$ cat config.mk
export PLATFORM = sky130hd
export DESIGN_NAME = doorbell_queue_scheduler
export DESIGN_NICKNAME = d
export VERILOG_FILES = /design/src/design/dqs_pkg.sv /design/src/design/doorbell_queue_scheduler.sv
export SDC_FILE = /design/constraint.sdc
export NUM_CORES = 2
export LEC_CHECK = 0
export BUFFER_PORTS_ARGS = -buffer_cell sky130_fd_sc_hd__buf_2
export CORE_MARGIN = 2
export CORE_UTILIZATION = 44
export DETAILED_ROUTE_END_ITERATION = 10
export GPL_TIMING_DRIVEN = 0
export SLEW_MARGIN = 20
export SYNTH_ARGS = -nofsm -noshare
export SYNTH_HDL_FRONTEND = slang
export SYNTH_SLANG_ARGS = --single-unit
$ cat constraint.sdc
create_clock -name clk -period 12.05 [get_ports clk]
set_clock_uncertainty 0.2 [all_clocks]
set_input_delay 0 -clock clk [delete_from_list [all_inputs] [get_ports clk]]
set_output_delay 0 -clock clk [all_outputs]
set_load 0.03 [all_outputs]
$ cat src/design/dqs_pkg.sv
package dqs_pkg;

	// Item opcodes
	typedef enum logic [1:0] {
		OP_DOORBELL   = 2'd0,
		OP_SELECT     = 2'd1,
		OP_COMPLETION = 2'd2,
		OP_SET_TIME   = 2'd3
	} op_t;

	// Sequencer states, one-hot
	typedef enum logic [3:0] {
		ST_IDLE   = 4'b0001,
		ST_ACCESS = 4'b0010,
		ST_UPDATE = 4'b0100,
		ST_SCAN   = 4'b1000
	} state_t;

	// Configuration register indexes
	localparam logic REG_ACTIVE_QUEUES = 1'b0;
	localparam logic REG_MAX_BURST     = 1'b1;

	localparam int          QUEUE_TOTAL_DEFAULT = 16;
	localparam logic [4:0]  RESET_ACTIVE        = 5'd16;
	localparam logic [15:0] RESET_MAX_BURST     = 16'd512;

endpackage

$ cat src/design/doorbell_queue_scheduler.sv
// Doorbell, completion, set-time: state ACCESS does one memory read, then state UPDATE does
// one update and write; done is registered from UPDATE, one transaction at a time.
// Select: scan one queue per cycle on the shared read port and compare unit; done comes
// after the first eligible queue scanned, or after the last of the clamped active queues.
// Busy stays high until the done cycle; the next start is taken there. Results never stall.
// Reset (arst_n low, asynchronous): counts/times zero, pointer 0, active 16, max_burst 512.
module doorbell_queue_scheduler #(
	parameter int QUEUE_TOTAL = dqs_pkg::QUEUE_TOTAL_DEFAULT
) (
	input  logic        clk,
	input  logic        arst_n,
	// configuration write port
	input  logic        cfg_we,
	input  logic        cfg_index,
	input  logic [15:0] cfg_data,
	// command side
	input  logic        start,
	output logic        busy,
	input  logic [1:0]  op,
	input  logic [3:0]  queue,
	input  logic [15:0] pkt_count,
	input  logic [63:0] now,
	input  logic [63:0] ready_at,
	// result side
	output logic        done,
	output logic        granted,
	output logic [3:0]  grant_queue,
	output logic [15:0] grant_burst
);

	// PW: queue address bits, CW: bits for a count of queues, AW: width to clamp active_queues
	localparam int PW = (QUEUE_TOTAL > 1) ? $clog2(QUEUE_TOTAL) : 1;
	localparam int CW = $clog2(QUEUE_TOTAL + 1);
	localparam int AW = (CW > 5) ? CW : 5;

	// Configuration registers
	logic [4:0]  active_q;
	logic [15:0] max_burst_q;

	always_ff @(posedge clk or negedge arst_n) begin
		if (!arst_n) begin
			active_q    <= dqs_pkg::RESET_ACTIVE;
			max_burst_q <= dqs_pkg::RESET_MAX_BURST;
		end else if (cfg_we) begin
			case (cfg_index)
				dqs_pkg::REG_ACTIVE_QUEUES: active_q    <= cfg_data[4:0];
				dqs_pkg::REG_MAX_BURST:     max_burst_q <= cfg_data;
				default: ;
			endcase
		end
	end

	// Per-queue state: two memories, valid bits mark entries written since reset
	logic [31:0] cnt_mem [QUEUE_TOTAL];
	logic [63:0] tim_mem [QUEUE_TOTAL];
	logic [QUEUE_TOTAL-1:0] cnt_vld_q;
	logic [QUEUE_TOTAL-1:0] tim_vld_q;

	// Sequencer and latched transaction
	dqs_pkg::state_t state_q, state_d;
	dqs_pkg::op_t    op_q;
	logic [PW-1:0]   qa_q;
	logic            in_range_q;
	logic [15:0]     cnt_q;
	logic [63:0]     now_q;
	logic [63:0]     ready_q;
	logic [CW-1:0]   act_q;
	logic [PW-1:0]   ptr_q, ptr_d;
	logic [PW-1:0]   idx_q, idx_d;
	logic [CW-1:0]   issued_q, issued_d;
	logic [CW-1:0]   evald_q, evald_d;

	// Read port
	logic            rd_en;
	logic [PW-1:0]   rd_addr;
	logic [31:0]     cnt_rd_q;
	logic [63:0]     tim_rd_q;
	logic            cv_rd_q, tv_rd_q;
	logic [PW-1:0]   rd_idx_q;
	logic            rd_vld_q, rd_vld_d;

	// Write port
	logic            wr_cnt_en, wr_tim_en;
	logic [31:0]     wr_cnt_data;

	// Finish of a transaction
	logic            fin, fin_grant;
	logic [PW-1:0]   fin_queue;
	logic [15:0]     fin_burst;

	// Result registers
	logic            done_q, granted_q;
	logic [3:0]      grant_queue_q;
	logic [15:0]     grant_burst_q;

	logic            accept;
	logic [AW-1:0]   act_wide;
	logic [CW-1:0]   act_in;
	logic [PW-1:0]   ptr_start;
	logic [31:0]     cur_cnt;
	logic [63:0]     cur_tim;
	logic            cnt_pos;
	logic [CW-1:0]   idx_inc;

	assign busy   = !state_q[$clog2(dqs_pkg::ST_IDLE)];
	assign accept = start && !busy;

	// Clamp the active count to 1..QUEUE_TOTAL and restart an out-of-range pointer
	always_comb begin
		act_wide = AW'(active_q);
		if (act_wide == '0) begin
			act_in = CW'(1);
		end else if (act_wide > AW'(QUEUE_TOTAL)) begin
			act_in = CW'(QUEUE_TOTAL);
		end else begin
			act_in = CW'(act_wide);
		end
		ptr_start = (CW'(ptr_q) >= act_in) ? '0 : ptr_q;
	end

	// Entries never written read as zero
	assign cur_cnt = cv_rd_q ? cnt_rd_q : '0;
	assign cur_tim = tv_rd_q ? tim_rd_q : '0;
	assign cnt_pos = (cur_cnt != '0) && !cur_cnt[31];
	assign idx_inc = CW'(idx_q) + CW'(1);

	always_comb begin
		state_d     = state_q;
		ptr_d       = ptr_q;
		idx_d       = idx_q;
		issued_d    = issued_q;
		evald_d     = evald_q;
		rd_en       = 1'b0;
		rd_addr     = idx_q;
		rd_vld_d    = 1'b0;
		wr_cnt_en   = 1'b0;
		wr_tim_en   = 1'b0;
		wr_cnt_data = cur_cnt;
		fin         = 1'b0;
		fin_grant   = 1'b0;
		fin_queue   = '0;
		fin_burst   = '0;
		case (state_q)
			dqs_pkg::ST_IDLE: begin
				if (accept) begin
					state_d  = (dqs_pkg::op_t'(op) == dqs_pkg::OP_SELECT) ?
						dqs_pkg::ST_SCAN : dqs_pkg::ST_ACCESS;
					idx_d    = ptr_start;
					issued_d = '0;
					evald_d  = '0;
				end
			end
			dqs_pkg::ST_ACCESS: begin
				rd_en   = 1'b1;
				rd_addr = qa_q;
				state_d = dqs_pkg::ST_UPDATE;
			end
			dqs_pkg::ST_UPDATE: begin
				fin     = 1'b1;
				state_d = dqs_pkg::ST_IDLE;
				if (in_range_q) begin
					case (op_q)
						dqs_pkg::OP_DOORBELL: begin
							wr_cnt_en   = 1'b1;
							wr_cnt_data = cur_cnt + {16'd0, cnt_q};
							// grant at once when eligible, burst from this doorbell
							if (cur_tim <= now_q) begin
								fin_grant = 1'b1;
								fin_queue = qa_q;
								fin_burst = (cnt_q > max_burst_q) ? max_burst_q : cnt_q;
							end
						end
						dqs_pkg::OP_COMPLETION: begin
							wr_cnt_en   = 1'b1;
							wr_cnt_data = cur_cnt - {16'd0, cnt_q};
						end
						dqs_pkg::OP_SET_TIME: begin
							wr_tim_en = 1'b1;
						end
						default: ;
					endcase
				end
			end
			dqs_pkg::ST_SCAN: begin
				// Evaluate the queue read last cycle, issue the next read behind it
				if (rd_vld_q) begin
					evald_d = evald_q + CW'(1);
				end
				if (rd_vld_q && cnt_pos && (cur_tim < now_q)) begin
					fin       = 1'b1;
					fin_grant = 1'b1;
					fin_queue = rd_idx_q;
					fin_burst = (cur_cnt > {16'd0, max_burst_q}) ? max_burst_q : cur_cnt[15:0];
					ptr_d     = rd_idx_q;
					state_d   = dqs_pkg::ST_IDLE;
				end else if (rd_vld_q && (evald_q + CW'(1) == act_q)) begin
					// every active queue checked, pointer holds
					fin     = 1'b1;
					state_d = dqs_pkg::ST_IDLE;
				end else if (issued_q != act_q) begin
					rd_en    = 1'b1;
					rd_addr  = idx_q;
					rd_vld_d = 1'b1;
					idx_d    = (idx_inc == act_q) ? '0 : PW'(idx_inc);
					issued_d = issued_q + CW'(1);
				end
			end
			default: begin
				state_d = dqs_pkg::ST_IDLE;
			end
		endcase
	end

	// Control registers
	always_ff @(posedge clk or negedge arst_n) begin
		if (!arst_n) begin
			state_q   <= dqs_pkg::ST_IDLE;
			ptr_q     <= '0;
			idx_q     <= '0;
			issued_q  <= '0;
			evald_q   <= '0;
			rd_vld_q  <= 1'b0;
			cnt_vld_q <= '0;
			tim_vld_q <= '0;
			done_q    <= 1'b0;
			granted_q <= 1'b0;
		end else begin
			state_q  <= state_d;
			ptr_q    <= ptr_d;
			idx_q    <= idx_d;
			issued_q <= issued_d;
			evald_q  <= evald_d;
			rd_vld_q <= rd_vld_d;
			if (wr_cnt_en) begin
				cnt_vld_q[qa_q] <= 1'b1;
			end
			if (wr_tim_en) begin
				tim_vld_q[qa_q] <= 1'b1;
			end
			done_q    <= fin;
			granted_q <= fin && fin_grant;
		end
	end

	// Latch the transaction and result payload
	always_ff @(posedge clk) begin
		if (accept) begin
			op_q       <= dqs_pkg::op_t'(op);
			qa_q       <= PW'(queue);
			in_range_q <= ({28'd0, queue} < 32'(QUEUE_TOTAL));
			cnt_q      <= pkt_count;
			now_q      <= now;
			ready_q    <= ready_at;
			act_q      <= act_in;
		end
		if (fin) begin
			grant_queue_q <= 4'(fin_queue);
			grant_burst_q <= fin_burst;
		end
	end

	// Queue memories: one registered read, one write per cycle
	always_ff @(posedge clk) begin
		if (rd_en) begin
			cnt_rd_q <= cnt_mem[rd_addr];
			tim_rd_q <= tim_mem[rd_addr];
			cv_rd_q  <= cnt_vld_q[rd_addr];
			tv_rd_q  <= tim_vld_q[rd_addr];
			rd_idx_q <= rd_addr;
		end
		if (wr_cnt_en) begin
			cnt_mem[qa_q] <= wr_cnt_data;
		end
		if (wr_tim_en) begin
			tim_mem[qa_q] <= ready_q;
		end
	end

	assign done        = done_q;
	assign granted     = granted_q;
	assign grant_queue = grant_queue_q;
	assign grant_burst = grant_burst_q;

	// Checks
	a_grant_in_done: assert property (@(posedge clk) disable iff (!arst_n)
		granted |-> done)
		else $error("grant outside a done strobe");

	a_no_grant_zero: assert property (@(posedge clk) disable iff (!arst_n)
		(done && !granted) |-> (grant_queue == 4'd0 && grant_burst == 16'd0))
		else $error("no-grant result carries nonzero fields");

	a_burst_clipped: assert property (@(posedge clk) disable iff (!arst_n)
		(done && granted) |-> (grant_burst <= max_burst_q))
		else $error("burst above max_burst");

	a_accept_busy: assert property (@(posedge clk) disable iff (!arst_n)
		(start && !busy) |=> busy)
		else $error("accepted transaction did not raise busy");

	a_done_after_busy: assert property (@(posedge clk) disable iff (!arst_n)
		done |-> $past(busy))
		else $error("done strobe without a transaction in flight");

endmodule

Yosys cells after proc, flatten, opt, wreduce, memory -nomap -nowiden
Memory sizes are Yosys's and may differ from the RTL's. A register that Yosys moved wholly into a read port is not among the register bits.
Index checks and enable logic that the tools add are counted.
- flip-flop bits (word level): 259
- bits of input ports: 171
- output and inout bits: 23
- word-level logic and storage cells: 140
- bits in writable memories: 1536
- memories: 2
- bitwise logic cells: 3
- eq/ne operators: 16
- order comparisons: 9
- add/sub/neg operators: 5
- multiplexer cells: 62
- reduce and logical (&&, ||, !) cells: 20
- memories (memory ; depth ; bits a word ; rd ports ; clocked after Yosys merged registers in ; write ports ; RTL line ; source):
    tim_mem ; 16 ; 64 ; 1 ; 1 ; 1 ; doorbell_queue_scheduler.sv:55 ; logic [63:0] tim_mem [QUEUE_TOTAL];
    cnt_mem ; 16 ; 32 ; 1 ; 1 ; 1 ; doorbell_queue_scheduler.sv:54 ; logic [31:0] cnt_mem [QUEUE_TOTAL];
- operators by type and width (cell ; count):
    two-way mux 16 bit ; 5
    less-or-equal comparator 64 bit ; 1
    < comparator 64 bit ; 1
    two-way mux 32 bit ; 2
    two-way mux 64 bit ; 1
    one-hot mux 32 bit (2 select lines) ; 1
    two-way mux 4 bit ; 14
    two-way mux 5 bit ; 7
    adder 32 x 16 -> 32 bit ; 1
    greater-than comparator 32 x 16 -> 1 bit ; 1
    bitwise OR 16 bit ; 2
    one-hot mux 16 bit (2 select lines) ; 1
    nonzero test 32 bit ; 1
    subtractor 32 x 16 -> 32 bit ; 1
    two-way mux 1 bit ; 20
    one-hot mux 5 bit (2 select lines) ; 2
    greater-than comparator 16 bit ; 1
    one-hot mux 4 bit (2 select lines) ; 2
    one-hot mux 4 bit (3 select lines) ; 1
    adder 5 x 1 -> 5 bit, second input constant ; 2
    == test 5 bit ; 2
    < comparator 4 x 5 -> 1 bit, second input constant ; 2
    inequality test 2 bit, second input constant ; 5
    binary-select mux 1 bit (select 4 bit) ; 2
    other kinds (24) ; 37

Longest topological paths before layout
- depth in word-level cells: 8
- depth in mapped cells: 17
- gate-level depth less buffers: 17

Least setup slack after synthesis
OpenSTA, ideal clock, no wires.
- path type: flip-flop to flip-flop
- from: reg state_q[3]
- to: reg tim_vld_q[1]
- buffers on the path: 0
- setup time: 92 ps
- clock period less this slack: 6290 ps
- slack: 5760 ps
- required time: 11758 ps
- stages on the path, launching flop included: 7
- data arrival time: 5998 ps
- cells stage by stage: dfrtp_1 -> nand2b_1 -> nor3_1 -> and3_1 -> nand3_1 -> nor3_1 -> or2_2
- word-level cells in the longest chain between the ends: 2
- ends and longest elaborated chain (what ; RTL line ; source):
    start, declared ; doorbell_queue_scheduler.sv:60 ; dqs_pkg::state_t state_q, state_d;
    start signal, assigned ; doorbell_queue_scheduler.sv:217 ; state_q <= dqs_pkg::ST_IDLE;
    start signal, assigned ; doorbell_queue_scheduler.sv:228 ; state_q <= state_d;
    == test 4 x 3 -> 1 bit ; doorbell_queue_scheduler.sv:143 ; case (state_q)
    two-way mux 1 bit ; doorbell_queue_scheduler.sv:143 ;
    end signal, assigned ; doorbell_queue_scheduler.sv:224 ; tim_vld_q <= '0;
    end signal, assigned by index ; doorbell_queue_scheduler.sv:238 ; tim_vld_q[qa_q] <= 1'b1;
    end, declared ; doorbell_queue_scheduler.sv:57 ; logic [QUEUE_TOTAL-1:0] tim_vld_q;
No other way between the ends.
A chain may end at the register's enable or synchronous reset.

Worst setup path after layout
- from: reg tv_rd_q
- to: reg tim_rd_q[11] (read register of tim_mem) (enable)
- word-level cells in the longest chain between the ends: 5
- ends and longest elaborated chain (what ; RTL line ; source):
    start, declared ; doorbell_queue_scheduler.sv:78 ; logic cv_rd_q, tv_rd_q;
    start signal, assigned ; doorbell_queue_scheduler.sv:268 ; tv_rd_q <= tim_vld_q[rd_addr];
    two-way mux 64 bit ; doorbell_queue_scheduler.sv:123 ; assign cur_tim = tv_rd_q ? tim_rd_q : '0;
    < comparator 64 bit ; doorbell_queue_scheduler.sv:189 ; if (rd_vld_q && cnt_pos && (cur_tim < now_q)) begin
    logical AND 1 bit ; doorbell_queue_scheduler.sv:189 ;
    two-way mux 1 bit ; doorbell_queue_scheduler.sv:189 ;
    one-hot mux 1 bit (2 select lines) ; doorbell_queue_scheduler.sv:143 ;
    named net rd_en ; doorbell_queue_scheduler.sv:74 ; logic rd_en;
    end, declared ; doorbell_queue_scheduler.sv:77 ; logic [63:0] tim_rd_q;
The timed path passes the listed nets, and every way through them passes these cells.

==> run_results.csv <==
group,metric,value,unit
placement,port_buffers,193,
clocking,clock_latency,840,ps
clocking,cts_buffers,194,
placement,place_congestion,0.8578,
cells_and_area,final_cell_mix,"edfxtp_1 (1813), nand2_1 (1650), nand3_1 (815)",
clocking,root_buffer,"clkbuf_16",
logic_synthesis,synth_area_per_cell,12.82,um^2
cells_and_area,finish.instance_area,94030,um^2
clocking,clockBufferDepth,3,
clocking,path_clk_slew,60,ps
grt,grt_max_degree,84,
logic_synthesis,synth_nets,6401,
critical_path,start_kind,"flop",
logic_synthesis,yosys.area.top_type,"edfxtp_1",
die,initial_core_util,0.4430,
grt,grt_pass1_vias,51190,
critical_path,cp_slowest_cell,"nor4_2",
critical_path,reg2reg_depth,14,
critical_path,cp-end-kind,"flop",
grt,overflow,0,
critical_path,required,12330,ps
logic_synthesis,synth_warnings,0,
timing,worst_slew_pin_slew,1027,ps
job,cap_violations,0,
logic_synthesis,synth_area_leaders,"edfxtp_1 (70%), nand2_1 (7.9%), nand3_1 (5.2%)",
grt,grt_pass1_wl,325800,um
cells_and_area,mostFrequentLayoutCell,"edfxtp_1",
logic_synthesis,synth_ff_type,"edfxtp_1",
placement,dpl_cell_area,84270,um^2
timing,fin_crit_sh,0.5048,
critical_path,worstPathCellList,"clkbuf_2 > clkbuf_2 > and2_1 > ha_1 > nand4_1 > nor4_2 > nand2_1 > or3_1 > nor3_2 > a21oi_2 > a21oi_4 > and2_2 > or2_4 > buf_16",
routing,drtPass1Iterations,5,
timing,setup_violations,0,
routing,post-route-drc-count,0,
clocking,cts_tree,"built",
logic_synthesis,ys_ff_latch,1891,
timing,fmax,164.4,MHz
logic_synthesis,synth_area,78100,um^2
die,die_y,425.3,um
cells_and_area,layout-drive-gt1-share,0.1191,
critical_path,critPathArrivalTime,6360,ps
logic_synthesis,synth_edf_count,1813,
critical_path,reg2reg_slack,5970,ps
clocking,cts_resized,0,
pwr,power.density,176.2,nW/um^2
pwr,ir_drop,112.9,uV
cells_and_area,nets,7278,
cells_and_area,fin_cells,9480,
critical_path,cpMostUsedCell,"clkbuf_2",
routing,viasPerCell,5.504,
placement,dpl.cell_count,8768,
logic_synthesis,synth_seq_area_share,0.7221,
min_path,hold_path_class,"in2async",
grt,grt_usage,0.2411,
placement,dp_hpwl,153700,um
timing,setup_tns,0,ps
critical_path,rr_endpoint,"tim_rd_q[11]$_DFFE_PP_",
timing,whs,40.54,ps
die,die_x,425.3,um
routing,num_vias,52180,
pwr,p_leak,34.07,nW
logic_synthesis,syn_inst,6093,
timing,period_needed,6083,ps
placement,place_worst_setup_slack,5988,ps
die,dieArea,180900,um^2
timing,rsz0062_at_grt,"no",
timing,maxSlewHeadroom,0.3099,
critical_path,crit_buf_inv,3,
critical_path,r2r_start,"tv_rd_q$_DFFE_PP_",
cells_and_area,synthToLayoutAreaGrowth,20.40,%
timing,setup_ws,5967,ps
timing,finalHoldViolations,0,
die,ios,194,
clocking,htree_levels,4,
grt,antenna_found_initial,8,
status,status,"complete, no violations",
logic_synthesis,yosys.area.top_type_share,0.6971,
die,core,176300,um^2
routing,antenna_left,0,
critical_path,path_max_fanout,47,
routing,drt-total-wl,220200,um
routing,first_iter_violations,5489,
critical_path,crit_type,"reg2reg",
die,num_rows,154,
critical_path,cpLargestDelayFamily,"simple AND/OR/NAND/NOR gates",
logic_synthesis,async_flop_share,0.04125,
timing,maxSlewViolCount,0,
logic_synthesis,synthDistinctLibCells,74,
clocking,cts.sinks,1891,
routing,wl_per_cell,23.23,um
critical_path,slowest_delay,620,ps
-- layer usage --
metal / global-route usage / vias up / routed length, um
li1: - / 24120 / -
met1: 0.3247 / 25690 / 91510
met2: 0.3940 / 2015 / 104600
met3: 0.03973 / 354 / 16140
met4: 0.08966 / 0 / 7908
met5: 0 / - / 0
-- synthesized netlist by cell type, types with 3 or more instances --
cell type	count
a211o_1	4
a211oi_1	7
a21o_1	27
a21oi_1	65
a311oi_1	197
a31oi_1	107
a41oi_1	4
and2_1	97
and3_1	103
buf_1	38
buf_2	88
clkbuf_1	239
dfrtp_1	75
dfstp_2	3
edfxtp_1	1813
ha_1	136
inv_1	114
mux2_2	26
mux2_4	3
mux2i_1	38
nand2_1	1650
nand2b_1	17
nand3_1	815
nand4_1	23
nand4b_1	3
nor2_1	67
nor2b_1	16
nor3_1	27
nor4_1	18
o211ai_1	3
o21a_1	9
o21ai_0	85
o21ai_1	3
o21bai_1	5
o22ai_1	23
o31ai_1	6
or2_2	34
or3_1	3
or4_1	5
xnor2_1	29
xor2_1	23
-- where the power goes --
part,switching (mW),internal (mW)
Combinational,1.90,0.871
Clock,2.56,3.37
Sequential,0.231,7.63
Total,4.69,11.9
-- cell type report --
class                           instances  area (um^2)
Sequential cell                      1891        56400
Clock inverter                        114         1094
Multi-Input combinational cell       3718        20080
Clock buffer                          249         5174
Buffer                                367         1515
Fill cell                           14510        82280
Inverter                              117        446.7
Antenna cell                            3        7.507
Tap cell                             2340         2928
Timing Repair Buffer                  681         6386
-- cells by family (layout without fill, tap and decap cells) --
family                   after synthesis  count (layout)  synth area share
adder cells (fa/ha/maj)              137             137           0.02204
other                                  0               3                 0
AND/OR/NAND/NOR                     2890            2890            0.1636
multiplexers                          67              67          0.009196
XOR/XNOR                              52              52          0.005832
buffers and inverters                484            1528           0.02486
flip-flops                          1891            1891            0.7221
AO/OA/AOI/OAI                        572             572           0.05231
-- registers in the layout (all words and copies together), names as in the netlist, 5 cells and up --
name	flops
tim_mem	1024
act_wide	5
cnt_rd_q	32
evald_q	5
cnt_mem	512
tim_rd_q	64
max_burst_q	16
tim_vld_q	16
cnt_q	16
issued_q	5
ready_q	64
grant_burst	16
act_q	5
now_q	64
cnt_vld_q	16
-- metrics by stage --
stage	power (mW)	utilization
after floorplan	9.529	-
after global placement	10.56	0.4650
after detailed placement	10.66	0.4780
after CTS	16.62	0.5332
after global routing	17.17	0.5333
final	16.57	0.5333
-- timing repair --
item | 4_1_cts | 5_1_grt
hold buffers | 345 | 0
endpoints found under the setup margin | 0 | 0
endpoints found under the hold margin | 348 | 0
buffers inserted | 0 | 0
-- worst max path at each step --
stage,startpoint,to,slack (ps),cells past startpoint
after floorplan,state_q[3]$_DFFE_PN0P_,tim_vld_q[1]$_DFFE_PN0P_,5760,6
after global placement,state_q[3]$_DFFE_PN0P_,tim_vld_q[3]$_DFFE_PN0P_,410,6
after detailed placement,cnt_q[2]$_DFFE_PP_,cnt_mem[12][31]$_DFFE_PP_,5990,15
after CTS,tv_rd_q$_DFFE_PP_,tim_rd_q[12]$_DFFE_PP_,5960,14
after global routing,tv_rd_q$_DFFE_PP_,tim_rd_q[12]$_DFFE_PP_,5810,14
final,tv_rd_q$_DFFE_PP_,tim_rd_q[11]$_DFFE_PP_,5970,14
-- worst reg2reg max path, stage by stage, from the launching register on --
cell and delay (ps):
edfxtp_1 360, clkbuf_2 400, clkbuf_2 490, and2_1 320
ha_1 310, nand4_1 160, nor4_2 620, nand2_1 230
or3_1 560, nor3_2 230, a21oi_2 230, a21oi_4 390
and2_2 260, or2_4 550, buf_16 320
Note: power is estimated with default switching activity, not from simulation.
